--- src/hdl/packed_track_cell_decoder_macros.svh ---
// Assertion macros shared by the packed track cell decoder modules.
`ifndef PACKED_TRACK_CELL_DECODER_MACROS_SVH
`define PACKED_TRACK_CELL_DECODER_MACROS_SVH

// Check that the consequent holds in the same cycle as the antecedent.
`define PTCD_ASSERT_SAME(lbl, ante, cons, msg) \
  lbl: assert property (@(posedge clk) disable iff (rst) (ante) |-> (cons)) \
    else $error(msg);

// Check that the consequent holds in the cycle after the antecedent.
`define PTCD_ASSERT_NEXT(lbl, ante, cons, msg) \
  lbl: assert property (@(posedge clk) disable iff (rst) (ante) |=> (cons)) \
    else $error(msg);

`endif

--- src/hdl/ptcd_pkg.sv ---
// Types, codes and the period table of the packed track cell decoder.
package ptcd_pkg;

  // Parser and sequencer states.
  typedef enum logic [1:0] {
    ST_LEAD,
    ST_INFO,
    ST_PARAM,
    ST_SKIP
  } state_t;

  // Which cell the datapath loads into the output register.
  typedef enum logic [1:0] {
    EMIT_NONE,
    EMIT_INFO,
    EMIT_PARAM,
    EMIT_EMPTY
  } emit_t;

  // Class of a lead byte.
  typedef enum logic [1:0] {
    LEAD_NOTE,
    LEAD_FX,
    LEAD_SKIP
  } lead_t;

  typedef struct packed {
    logic  clear_track;
    logic  ld_note;
    logic  ld_fx;
    logic  ld_info;
    logic  start_skip;
    emit_t emit;
  } cmd_t;

  typedef struct packed {
    lead_t lead;
    logic  info_eff_zero;
    logic  out_free;
    logic  skip_last;
  } sts_t;

  localparam logic [7:0] SKIP_MIN      = 8'hC0;
  localparam logic [7:0] FX_MIN        = 8'h80;
  localparam logic [6:0] HI_SAMPLE_MIN = 7'h5B;
  localparam logic [6:0] NOTE_FLIP     = 7'h7F;
  localparam logic [6:0] SKIP_SPAN     = 7'd64;

  localparam logic [3:0] EFF_ARP_IN    = 4'h8;
  localparam logic [3:0] EFF_ARPEGGIO  = 4'h0;
  localparam logic [3:0] EFF_SLIDE_A   = 4'h5;
  localparam logic [3:0] EFF_SLIDE_B   = 4'h6;
  localparam logic [3:0] EFF_SLIDE_C   = 4'hA;

  // Standard three-octave periods; indexes past the octaves read zero.
  function automatic logic [11:0] period_of(input logic [5:0] idx);
    logic [11:0] p;
    unique case (idx)
      6'd0:  p = 12'd856;
      6'd1:  p = 12'd808;
      6'd2:  p = 12'd762;
      6'd3:  p = 12'd720;
      6'd4:  p = 12'd678;
      6'd5:  p = 12'd640;
      6'd6:  p = 12'd604;
      6'd7:  p = 12'd570;
      6'd8:  p = 12'd538;
      6'd9:  p = 12'd508;
      6'd10: p = 12'd480;
      6'd11: p = 12'd453;
      6'd12: p = 12'd428;
      6'd13: p = 12'd404;
      6'd14: p = 12'd381;
      6'd15: p = 12'd360;
      6'd16: p = 12'd339;
      6'd17: p = 12'd320;
      6'd18: p = 12'd302;
      6'd19: p = 12'd285;
      6'd20: p = 12'd269;
      6'd21: p = 12'd254;
      6'd22: p = 12'd240;
      6'd23: p = 12'd226;
      6'd24: p = 12'd214;
      6'd25: p = 12'd202;
      6'd26: p = 12'd190;
      6'd27: p = 12'd180;
      6'd28: p = 12'd170;
      6'd29: p = 12'd160;
      6'd30: p = 12'd151;
      6'd31: p = 12'd143;
      6'd32: p = 12'd135;
      6'd33: p = 12'd127;
      6'd34: p = 12'd120;
      6'd35: p = 12'd113;
      default: p = 12'd0;
    endcase
    return p;
  endfunction

endpackage

--- src/hdl/packed_track_cell_decoder.sv ---
// Top level of the packed track cell decoder.
// Decodes the packed byte stream of one track into row cells, one word per
// row on the out channel. Lead, info, parameter and effect-only bytes are
// taken at one per cycle whenever the output register is free or being
// emptied in that cycle; a byte that finishes a cell loads that register at
// the edge that accepts it. After a skip lead byte (0xC0 and above) the block
// emits one empty row per cycle while the output register is free, 256 minus
// its value rows clamped at the end of the track; during that run the in
// channel holds ready low. Back pressure on out stalls the input side, as the
// block has a single output register. Row count restarts on a word with
// track_start set and wraps after the last row. format_mode selects the older
// (0) or newer (1, reset value) encoding. The user must see that it is written
// only while the block is idle, which is not enforced. cfg_ready is always high.
module packed_track_cell_decoder #(
  parameter int ROWS_PER_TRACK = 64,
  parameter int NOTE_COUNT     = 36
) (
  input  logic        clk,
  input  logic        rst,
  // input byte stream
  input  logic        in_valid,
  output logic        in_ready,
  input  logic [7:0]  data_byte,
  input  logic        track_start,
  // configuration write
  input  logic        cfg_valid,
  output logic        cfg_ready,
  input  logic        format_mode,
  // decoded cells
  output logic        out_valid,
  input  logic        out_ready,
  output logic [5:0]  row_index,
  output logic [4:0]  sample_number,
  output logic [11:0] note_period,
  output logic [3:0]  effect_code,
  output logic [7:0]  effect_param,
  output logic        bad_note,
  output logic        last_row
);

  ptcd_pkg::cmd_t cmd;
  ptcd_pkg::sts_t sts;

  // Take configuration words at any time.
  assign cfg_ready = 1'b1;

  // Sequence the parse phases and skip runs.
  ptcd_ctrl u_ctrl (
    .clk         (clk),
    .rst         (rst),
    .in_valid    (in_valid),
    .track_start (track_start),
    .in_ready    (in_ready),
    .sts         (sts),
    .cmd         (cmd)
  );

  // Decode bytes, hold the pending cell and drive the output register.
  ptcd_datapath #(
    .ROWS_PER_TRACK (ROWS_PER_TRACK),
    .NOTE_COUNT     (NOTE_COUNT)
  ) u_datapath (
    .clk           (clk),
    .rst           (rst),
    .cmd           (cmd),
    .sts           (sts),
    .data_byte     (data_byte),
    .cfg_we        (cfg_valid && cfg_ready),
    .cfg_mode      (format_mode),
    .out_valid     (out_valid),
    .out_ready     (out_ready),
    .row_index     (row_index),
    .sample_number (sample_number),
    .note_period   (note_period),
    .effect_code   (effect_code),
    .effect_param  (effect_param),
    .bad_note      (bad_note),
    .last_row      (last_row)
  );

endmodule

--- src/hdl/ptcd_ctrl.sv ---
// Controller of the packed track cell decoder: parse phase and skip sequencing.
module ptcd_ctrl (
  input  logic              clk,
  input  logic              rst,
  input  logic              in_valid,
  input  logic              track_start,
  output logic              in_ready,
  input  ptcd_pkg::sts_t    sts,
  output ptcd_pkg::cmd_t    cmd
);

`include "packed_track_cell_decoder_macros.svh"

  ptcd_pkg::state_t state, state_next, phase;
  logic accept;

  assign in_ready = (state != ptcd_pkg::ST_SKIP) && sts.out_free;
  assign accept   = in_valid && in_ready;
  // A track start forces the parser back to the lead byte.
  assign phase    = (track_start && state != ptcd_pkg::ST_SKIP) ? ptcd_pkg::ST_LEAD : state;

  always_ff @(posedge clk) begin
    if (rst) begin
      state <= ptcd_pkg::ST_LEAD;
    end else begin
      state <= state_next;
    end
  end

  always_comb begin
    state_next = state;
    if (state == ptcd_pkg::ST_SKIP) begin
      if (sts.out_free && sts.skip_last) begin
        state_next = ptcd_pkg::ST_LEAD;
      end
    end else if (accept) begin
      unique case (phase)
        ptcd_pkg::ST_LEAD: begin
          unique case (sts.lead)
            ptcd_pkg::LEAD_SKIP: state_next = ptcd_pkg::ST_SKIP;
            ptcd_pkg::LEAD_FX:   state_next = ptcd_pkg::ST_PARAM;
            default:             state_next = ptcd_pkg::ST_INFO;
          endcase
        end
        ptcd_pkg::ST_INFO: begin
          state_next = sts.info_eff_zero ? ptcd_pkg::ST_LEAD : ptcd_pkg::ST_PARAM;
        end
        default: state_next = ptcd_pkg::ST_LEAD;
      endcase
    end
  end

  always_comb begin
    cmd             = '0;
    cmd.emit        = ptcd_pkg::EMIT_NONE;
    cmd.clear_track = accept && track_start;
    if (state == ptcd_pkg::ST_SKIP) begin
      if (sts.out_free) begin
        cmd.emit = ptcd_pkg::EMIT_EMPTY;
      end
    end else if (accept) begin
      unique case (phase)
        ptcd_pkg::ST_LEAD: begin
          unique case (sts.lead)
            ptcd_pkg::LEAD_SKIP: cmd.start_skip = 1'b1;
            ptcd_pkg::LEAD_FX:   cmd.ld_fx      = 1'b1;
            default:             cmd.ld_note    = 1'b1;
          endcase
        end
        ptcd_pkg::ST_INFO: begin
          cmd.ld_info = 1'b1;
          if (sts.info_eff_zero) begin
            cmd.emit = ptcd_pkg::EMIT_INFO;
          end
        end
        default: cmd.emit = ptcd_pkg::EMIT_PARAM;
      endcase
    end
  end

  `PTCD_ASSERT_SAME(a_emit_free, cmd.emit != ptcd_pkg::EMIT_NONE, sts.out_free, "cell emitted into a full output register")

endmodule

--- src/hdl/ptcd_datapath.sv ---
// Datapath of the packed track cell decoder: byte decode, pending cell, row count, output.
module ptcd_datapath #(
  parameter int ROWS_PER_TRACK = 64,
  parameter int NOTE_COUNT     = 36
) (
  input  logic              clk,
  input  logic              rst,
  input  ptcd_pkg::cmd_t    cmd,
  output ptcd_pkg::sts_t    sts,
  input  logic [7:0]        data_byte,
  input  logic              cfg_we,
  input  logic              cfg_mode,
  output logic              out_valid,
  input  logic              out_ready,
  output logic [5:0]        row_index,
  output logic [4:0]        sample_number,
  output logic [11:0]       note_period,
  output logic [3:0]        effect_code,
  output logic [7:0]        effect_param,
  output logic              bad_note,
  output logic              last_row
);

`include "packed_track_cell_decoder_macros.svh"

  localparam int RowW = $clog2(ROWS_PER_TRACK + 1);

  logic            fmt_mode;
  logic [RowW-1:0] row_counter;
  logic [6:0]      skip_count;
  logic [11:0]     pend_period;
  logic            pend_hi;
  logic [3:0]      pend_lo;
  logic [3:0]      pend_eff;
  logic            pend_bad;

  logic [RowW-1:0] row_eff;
  logic            out_free;

  // Note decode of a lead byte.
  logic [6:0]  note_v;
  logic [6:0]  note_idx;
  logic        note_has;
  logic        note_hi;
  logic        note_bad;
  logic [11:0] note_per;
  logic [3:0]  fx_eff;

  // Parameter conversion.
  logic [3:0]  conv_eff;
  logic [7:0]  conv_param;

  assign out_free = !out_valid || out_ready;
  assign row_eff  = (row_counter >= RowW'(ROWS_PER_TRACK)) ? '0 : row_counter;

  always_comb begin
    if (fmt_mode == 1'b0) begin
      note_hi = data_byte[0];
      note_v  = {1'b0, data_byte[6:1]};
    end else if (data_byte[6:0] >= ptcd_pkg::HI_SAMPLE_MIN) begin
      note_hi = 1'b1;
      note_v  = ptcd_pkg::NOTE_FLIP - data_byte[6:0];
    end else begin
      note_hi = 1'b0;
      note_v  = data_byte[6:0];
    end
    note_has = note_v != 7'd0;
    note_idx = note_v - 7'd1;
    note_bad = note_has && (note_idx >= 7'(NOTE_COUNT));
    note_per = (note_has && !note_bad) ? ptcd_pkg::period_of(note_idx[5:0]) : 12'd0;
  end

  assign fx_eff = fmt_mode ? data_byte[4:1] : data_byte[5:2];

  always_comb begin
    conv_eff   = (pend_eff == ptcd_pkg::EFF_ARP_IN) ? ptcd_pkg::EFF_ARPEGGIO : pend_eff;
    conv_param = data_byte;
    if (pend_eff == ptcd_pkg::EFF_SLIDE_A || pend_eff == ptcd_pkg::EFF_SLIDE_B ||
        pend_eff == ptcd_pkg::EFF_SLIDE_C) begin
      conv_param = data_byte[7] ? (~data_byte + 8'd1) : {data_byte[3:0], 4'h0};
    end
  end

  always_comb begin
    if (data_byte >= ptcd_pkg::SKIP_MIN) begin
      sts.lead = ptcd_pkg::LEAD_SKIP;
    end else if (data_byte >= ptcd_pkg::FX_MIN) begin
      sts.lead = ptcd_pkg::LEAD_FX;
    end else begin
      sts.lead = ptcd_pkg::LEAD_NOTE;
    end
    sts.info_eff_zero = data_byte[3:0] == 4'h0;
    sts.out_free      = out_free;
    sts.skip_last     = (skip_count == 7'd1) || (row_eff == RowW'(ROWS_PER_TRACK - 1));
  end

  always_ff @(posedge clk) begin
    if (rst) begin
      fmt_mode <= 1'b1;
    end else if (cfg_we) begin
      fmt_mode <= cfg_mode;
    end
  end

  // Row counter: clear on track start, wrap once a full track has gone out.
  always_ff @(posedge clk) begin
    if (rst) begin
      row_counter <= '0;
    end else if (cmd.emit != ptcd_pkg::EMIT_NONE) begin
      row_counter <= row_eff + RowW'(1);
    end else if (cmd.start_skip) begin
      row_counter <= cmd.clear_track ? '0 : row_eff;
    end else if (cmd.clear_track) begin
      row_counter <= '0;
    end
  end

  always_ff @(posedge clk) begin
    if (cmd.start_skip) begin
      skip_count <= ptcd_pkg::SKIP_SPAN - {1'b0, data_byte[5:0]};
    end else if (cmd.emit == ptcd_pkg::EMIT_EMPTY) begin
      skip_count <= skip_count - 7'd1;
    end
  end

  always_ff @(posedge clk) begin
    if (cmd.ld_note) begin
      pend_period <= note_per;
      pend_hi     <= note_hi;
      pend_lo     <= 4'h0;
      pend_eff    <= 4'h0;
      pend_bad    <= note_bad;
    end else if (cmd.ld_fx) begin
      pend_period <= 12'd0;
      pend_hi     <= 1'b0;
      pend_lo     <= 4'h0;
      pend_eff    <= fx_eff;
      pend_bad    <= 1'b0;
    end else if (cmd.ld_info) begin
      pend_lo  <= data_byte[7:4];
      pend_eff <= data_byte[3:0];
    end
  end

  always_ff @(posedge clk) begin
    if (rst) begin
      out_valid <= 1'b0;
    end else if (cmd.emit != ptcd_pkg::EMIT_NONE) begin
      out_valid <= 1'b1;
    end else if (out_ready) begin
      out_valid <= 1'b0;
    end
  end

  always_ff @(posedge clk) begin
    if (cmd.emit != ptcd_pkg::EMIT_NONE) begin
      row_index <= 6'(row_eff);
      last_row  <= row_eff == RowW'(ROWS_PER_TRACK - 1);
      unique case (cmd.emit)
        ptcd_pkg::EMIT_INFO: begin
          sample_number <= {pend_hi, data_byte[7:4]};
          note_period   <= pend_period;
          effect_code   <= 4'h0;
          effect_param  <= 8'h00;
          bad_note      <= pend_bad;
        end
        ptcd_pkg::EMIT_PARAM: begin
          sample_number <= {pend_hi, pend_lo};
          note_period   <= pend_period;
          effect_code   <= conv_eff;
          effect_param  <= conv_param;
          bad_note      <= pend_bad;
        end
        default: begin
          sample_number <= 5'd0;
          note_period   <= 12'd0;
          effect_code   <= 4'h0;
          effect_param  <= 8'h00;
          bad_note      <= 1'b0;
        end
      endcase
    end
  end

  `PTCD_ASSERT_SAME(a_row_range, 1'b1, row_counter <= RowW'(ROWS_PER_TRACK), "row counter beyond track length")
  `PTCD_ASSERT_SAME(a_last_row, out_valid && last_row, row_index == 6'(ROWS_PER_TRACK - 1), "last row flag on wrong row")
  `PTCD_ASSERT_NEXT(a_empty_cell, cmd.emit == ptcd_pkg::EMIT_EMPTY, out_valid && note_period == 12'd0 && sample_number == 5'd0, "skipped row is not empty")

endmodule
--- config.mk ---
export PLATFORM = sky130hd
export DESIGN_NAME = packed_track_cell_decoder
export DESIGN_NICKNAME = d
export VERILOG_FILES = /design/src/hdl/ptcd_pkg.sv /design/src/hdl/packed_track_cell_decoder.sv /design/src/hdl/ptcd_ctrl.sv /design/src/hdl/ptcd_datapath.sv
export VERILOG_INCLUDE_DIRS = /design/src /design/src/hdl
export SDC_FILE = /design/constraint.sdc
export NUM_CORES = 1
export LEC_CHECK = 0
export ABC_AREA = 1
export BUFFER_PORTS_ARGS = -buffer_cell sky130_fd_sc_hd__buf_4
export CORE_UTILIZATION = 37
export CTS_CLUSTER_DIAMETER = 120
export DETAILED_ROUTE_END_ITERATION = 6
export GPL_TIMING_DRIVEN = 0
export RECOVER_POWER = 100
export SYNTH_ARGS = -nofsm -noshare
export SYNTH_HDL_FRONTEND = slang
export SYNTH_SLANG_ARGS = --single-unit
--- constraint.sdc ---
create_clock -name clk -period 5.3 [get_ports clk]
set_input_delay 1.06 -clock clk [delete_from_list [all_inputs] [get_ports clk]]
set_output_delay 1.06 -clock clk [all_outputs]
set_load 0.01 [all_outputs]
Word level (Yosys, flattened, before mapping)
Memories as Yosys holds them, arrays and structs flattened.
Index checks and enable logic that the tools add are counted.
Widths: inputs -> output; s select.
{ "classes": {"n_mux": 46, "bitwise": 2, "eq_ne": 15, "reduce_logical": 28, "add_sub_neg": 6, "n_lt_le_gt_ge": 5} }
{ "ops": {"columns": ["operator", "n"], "rows": [
  ["$mux 7", 9],
  ["$mux 12", 3],
  ["$mux 2", 9],
  ["$ge 8x8->1 const B", 2],
  ["$mux 4", 4],
  ["$mux 8", 2],
  ["$ge 7x7->1 const B", 2],
  ["$mux 1", 14],
  ["$sub 7x1->7 const B", 2],
  ["$pmux 2 s2", 3],
  ["$reduce_bool 2->1", 6],
  ["$pmux 5 s2", 1],
  ["$add 8x1->8 const B", 1],
  ["$eq 2x2->1 const B", 4],
  ["$eq 4x3->1 const B", 2],
  ["$eq 4x4->1 const B", 2],
  ["$not 8->8", 1],
  ["$reduce_or 2->1", 4],
  ["$add 7x1->7 const B", 1],
  ["$eq 7x1->1 const B", 1],
  ["$eq 7x6->1 const B", 1],
  ["$ge 7x6->1 const B", 1],
  ["$logic_and 1x1->1", 7],
  ["$reduce_bool 7->1", 1],
  ["other kinds (13)", 19]
]} }
{ "totals": {"output_inout_bits": 40, "memories": 1, "reg_bits": 77, "romBits": 640, "wordCells": 120, "input_bits": 15} }
{ "memory_table": {"columns": ["memory", "depth", "width", "read_ports", "rd_ports_with_merged_regs", "wr", "line_no", "rtl"], "rows": [
  ["(name not given)", 64, 10, 1, 0, 0, "ptcd_pkg.sv:58", "unique case (idx)"]
]} }

Depth between registers and ports, before layout
{ "logic_depth": {"depth_word": 12, "mapped_depth": 21, "ltp_nobuf": 21} }

Cells and area by module
From an unflattened synthesis, not the netlist that was laid out.
{ "unflattened": {"hier_cells": 597, "hier_area_um2": 4822.1} }
{ "modules_own_cells": {"columns": ["module", "seq_area_each_um2", "cells_per_inst", "n_inst", "area_per_inst_um2"], "rows": [
  ["ptcd_datapath", 1961.9, 551, 1, 4536.9],
  ["ptcd_ctrl", 40.0, 44, 1, 274.0],
  ["packed_track_cell_decoder", 0.0, 2, 1, 11.3]
]} }

Least setup slack after synthesis
Ideal clock, no wire load.
{ "synth_path": {"path_kind": "input -> register", "from": "input out_ready", "to": "register u_datapath.row_counter[2]", "setup_slack_ns": 1.691, "setup_ns": 0.075, "t_arrival_ns": 3.534, "required_time_ns": 5.225, "n_path_buf": 1, "path_stages": 12, "cell_sequence": "nor2_1 -> a21oi_1 -> nand2_1 -> inv_1 -> nand2_1 -> inv_1 -> buf_1 -> a21oi_1 -> ha_1 -> inv_1 -> nand3_1 -> a31oi_1"} }
{ "synth_between": {"elab_chain_cells": 7, "elab_cells_between_ends": 13, "cone_classes": "mux: 7; reduce/logical: 6"} }
{ "synth_lines": {"columns": ["element", "line_no", "rtl"], "rows": [
  ["start: declaration", "packed_track_cell_decoder.sv:31", "input logic out_ready,"],
  ["$logic_or 1x1->1 *", "ptcd_datapath.sv:53", "assign out_free = !out_valid || out_ready;"],
  ["$logic_and 1x1->1 *", "ptcd_ctrl.sv:17", "assign in_ready = (state != ptcd_pkg::ST_SKIP) && sts.out_free;"],
  ["named net in_ready", "packed_track_cell_decoder.sv:22", "output logic in_ready,"],
  ["$logic_and 1x1->1 *", "ptcd_ctrl.sv:18", "assign accept = in_valid && in_ready;"],
  ["$mux 6 or $logic_and 1x1->1 (tied branches)", "ptcd_ctrl.sv:61, ptcd_ctrl.sv:56", null],
  ["$mux 2 (tied with other cells)", "ptcd_ctrl.sv:57", "if (state == ptcd_pkg::ST_SKIP) begin"],
  ["$reduce_bool 2->1 or $mux 7 (tied branches)", "ptcd_datapath.sv:109, ptcd_datapath.sv:111", null],
  ["$reduce_bool 3->1 (no line) or $mux 7 (tied branches)", null, null],
  ["end signal: assignment", "ptcd_datapath.sv:110", "row_counter <= row_eff + RowW'(1);"],
  ["end signal: assignment", "ptcd_datapath.sv:112", "row_counter <= cmd.clear_track ? '0 : row_eff;"],
  ["end: declaration", "ptcd_datapath.sv:29", "logic [RowW-1:0] row_counter;"]
]} }
Mark *: on every way through the listed nets, which the timed path passes. The rest lies on a longest branch.
A chain may end at the register's enable or synchronous reset.

Final worst setup path
{ "layout_path": {"from": "input data_byte[0]", "to": "register u_datapath.pend_period[2], data pin"} }
{ "layout_between": {"elab_chain_cells": 10, "elab_cells_between_ends": 24, "cone_classes": "add/sub: 2; order compare: 4; eq/ne: 2; mux: 10; reduce/logical: 5; memory: 1"} }
{ "layout_lines": {"columns": ["element", "line_no", "rtl"], "rows": [
  ["start: declaration", "packed_track_cell_decoder.sv:23", "input logic [7:0] data_byte,"],
  ["$sub 7x7->7 (tied with other cells)", "ptcd_datapath.sv:62", "note_v = ptcd_pkg::NOTE_FLIP - data_byte[6:0];"],
  ["$mux 7 or $mux 1 (tied branches)", "ptcd_datapath.sv:60, ptcd_datapath.sv:87", null],
  ["$mux 7 or $mux 2 (tied branches)", "ptcd_datapath.sv:57, ptcd_datapath.sv:85", null],
  ["$sub 7x1->7 (tied with other cells)", "ptcd_datapath.sv:68", "note_idx = note_v - 7'd1;"],
  ["$ge 7x6->1 or $reduce_or 2->1 (tied branches)", null, null],
  ["$logic_and 1x1->1 or $mux 1 (tied branches)", "ptcd_datapath.sv:69, ptcd_ctrl.sv:64", null],
  ["$logic_not 1->1 or $mux 2 (tied branches)", "ptcd_datapath.sv:70, ptcd_ctrl.sv:62", null],
  ["$logic_and 1x1->1 or $mux 6 (tied branches)", "ptcd_datapath.sv:70, ptcd_ctrl.sv:61", null],
  ["$mux 12 or $mux 4 (tied branches)", "ptcd_datapath.sv:70, ptcd_ctrl.sv:57", null],
  ["$mux 12 *", "ptcd_datapath.sv:127", "if (cmd.ld_note) begin"],
  ["end signal: assignment", "ptcd_datapath.sv:128", "pend_period <= note_per;"],
  ["end: declaration", "ptcd_datapath.sv:31", "logic [11:0] pend_period;"]
]} }
Every way passes the cells marked *; elsewhere a longest branch is shown, timed or not.

==> run metrics <==
Worst Tran Pin Value=0.666 ns; drt drc=0; crit path capture type=flop; Metal-1 WL=5.25 mm; FP Rows=40; DR iter-0 viols=320; switching power total=0.000490 W; sequential power share=36.9%; top routing layer in use=met4; total power=0.00182 W; most frequent cells in the layout=nand2_1, inv_1, nor2_1, edfxtp_1, clkbuf_1; H-tree depth=3; clock root cell=clkbuf_16; arrival time worst endpoint=4.28 ns; Worst Hold Class=reg2reg; #FFs+latches synth=73; area share of the largest cell type after synthesis=35.3%; Post-synth EDFFs=54; fin area=5390 um2; final wirelength=10.6 mm; via count=3878; pre-CTS setup slack=1.28 ns; simple-gate share of the synthesized area=27.2%; Hold Path Depth=2; combinational power share=20.3%; outcome=finished, final reports clean; initial antenna violation count=0; Max Fclk=0.238 GHz; vias in the first global route=3727; Switching Fraction=27.0%; GRT Total Usage=17.4%; final antenna-violating net count=0; max-slew violations=0; synthesized area per cell=8.11 um2; cell count of the worst reg-to-reg path=16; RSZ-0062 raised after global routing=no; Post-Syn Area=4600 um2; ys flop type=edfxtp_1; largest family of logic cells by synthesized area=simple AND/OR/NAND/NOR gates; Placeable Area=12100 um2; Die ar.=12900 um2; cts bufs inserted=9; Async SR Flop Fraction=0%; critical path launch point type=input pin; worst skew pair latency=0.33 ns; WP data required=5.38 ns; worst-case clock skew=0.00790 ns; net count reported at finish=661; Yosys warnings=0; final cell count without fillers=800; # resized after CTS=0; GRT overflow=0; register area share after synthesis=43.5%; I/O Buffers=47; Max clock buf depth=2; Synth Area in Compound Gates=12.0%; DRT Pass-1 Iters=6; met2 wire len=4.72 mm; leading area contributor after synthesis=edfxtp_1; final RePlAce weighted congestion=0.857; Fin Setup TNS=0 ns; Ant. Diodes=0; DP Cell Count=784; P&R area growth vs syn=17.1%; Worst R2R End=u_datapath.pend_period[2]; WL met3=492 um; largest net degree at the start of global routing=27; placed wire-length estimate=8.02 mm; Synth cell types=53; DR WL/cell=13.2 um; final worst slack=1.10 ns; Setup CP Type=in2reg; Slew Limit Headroom=55.5%; FF-to-FF setup slack=2.10 ns; Internal=0.00133 W; first-pass GRT wire length=17.6 mm; crit path max fanout=11; multiplexer area fraction after synthesis=0%; clock share of power=42.8%; max cap viols=0; CTS tree=yes; Static Leak=2.26 nW; clock-pin slew on the worst setup and hold paths=0.06 ns; hold endpoint=u_datapath.row_counter[3]; Period minus WS final=4.20 ns; setup repair bufs after CTS=0; io pins=55; final setup vio count=0; starting density of the core=38.1%; Synth Area in XOR/XNOR=2.48%; hold_buf cts=0; Post-Synth Adder-Cell Area=5.17%; Pwr Density=338 nW/um2; launch point of the worst reg-to-reg path=u_datapath.fmt_mode; commonest non-fill, non-tap cell in the layout=nand2_1; placed instance area=5190 um2; Fin. Hold Viols=0; clock sinks=73; Via density=4.85; Cells after Synth=567; Die Y=113 um; peak supply drop=0.000166 V; hold_sp=u_datapath.row_counter[3]; Final period util=79.2%; largest cells by area after synthesis=edfxtp_1, nand2_1, dfxtp_1; share of layout cells above drive strength 1=10.9%; Chip Width=113 um
[logic make-up after synthesis]
group | count (synthesis)
compound gates | 90
xor+xnor | 10
fa+ha+maj | 19
buf+inv | 99
flops | 73
other cells | 2
simple gates | 274
[synthesized netlist by cell type (2+ instances only)]
master	number
dfxtp_1	19
ha_1	19
or2_2	2
nand4_1	7
xnor2_1	4
o211ai_1	3
nor3_1	6
o211ai_2	2
buf_4	6
nand2_1	127
nand2_2	14
o21ai_1	3
clkbuf_1	5
a21oi_1	28
buf_2	2
nor4_1	2
inv_1	73
a32oi_1	2
o21ai_0	28
a31oi_1	7
nor2_2	2
buf_1	2
a21oi_2	3
nand3_1	33
nor2_1	67
buf_6	4
xor2_1	4
edfxtp_1	54
inv_2	5
nand3_2	3
conb_1	2
a211oi_1	5
nand2_4	4
[flip-flops by register name, summed over array words and instances (netlist names), 5 cells and up]
register,cells
u_datapath.row_counter,7
u_datapath.skip_count,7
u_datapath.note_period,10
u_datapath.pend_period,10
u_datapath.effect_param,8
u_datapath.sample_number,5
u_datapath.row_index,6
[power by group through the flow]
| stage | logic [W] | clock network, W | registers [W] |
|---|---|---|---|
| final | 0.000369 | 0.000778 | 0.000670 |
| after floorplan | 0.000274 | 0 | 0.000686 |
| after CTS | 0.000389 | 0.000789 | 0.000671 |
| after detailed placement | 0.000387 | 0 | 0.000682 |
| after global placement | 0.000381 | 0 | 0.000682 |
| after global routing | 0.000420 | 0.000810 | 0.000674 |
[final cells by class]
| cell class | count | area [um2] |
|---|---|---|
| buffer | 20 | 126 |
| clock buffer | 10 | 229 |
| clock inverter | 6 | 154 |
| fill | 1223 | 6680 |
| inverter | 79 | 302 |
| multi-input combinational | 396 | 2130 |
| sequential | 73 | 2000 |
| tap | 168 | 210 |
| timing repair buffer | 48 | 234 |
[per-layer routing]
metal	vias to the layer above	global-route usage, %
met5	-	0
met3	7	2.66
met1	1771	24.2
met4	0	6.23
li1	1989	-
met2	111	27.4
[critical path, stage by stage]
cell      delay, ns
clkbuf_1       0.10
clkbuf_1       0.30
nand2_1        0.08
nand2_1        0.14
nand2_2        0.05
nand2_1        0.22
nand3_1        0.11
nand3_1        0.10
nand2_1        0.23
ha_1           0.35
inv_1          0.09
nand3_1        0.11
nand2_1        0.23
buf_2          0.27
ha_1           0.30
nand3_1        0.16
o21ai_0        0.10
nand2_1        0.07
nand2_1        0.07
nand2_1        0.06
nand2_1        0.05
[stage by stage]
step | utilization [%] | hold slack [ns]
finish | 44.6 | 0.473
global route | 44.6 | 0.512
CTS | 46.2 | 0.475
floorplan | - | 0.444
global placement | 42.8 | 0.457
detailed placement | 43.0 | 0.468
[worst max path at each step]
stage,from,endpoint,cells past startpoint
floorplan,out_ready,u_datapath.row_counter[2],12
global placement,out_ready,u_datapath.row_counter[1],15
detailed placement,data_byte[1],u_datapath.pend_period[2],22
CTS,data_byte[1],u_datapath.pend_period[2],22
global route,data_byte[0],u_datapath.pend_period[2],21
finish,data_byte[0],u_datapath.pend_period[2],21
No activity file was read; power rests on OpenSTA's default activity.
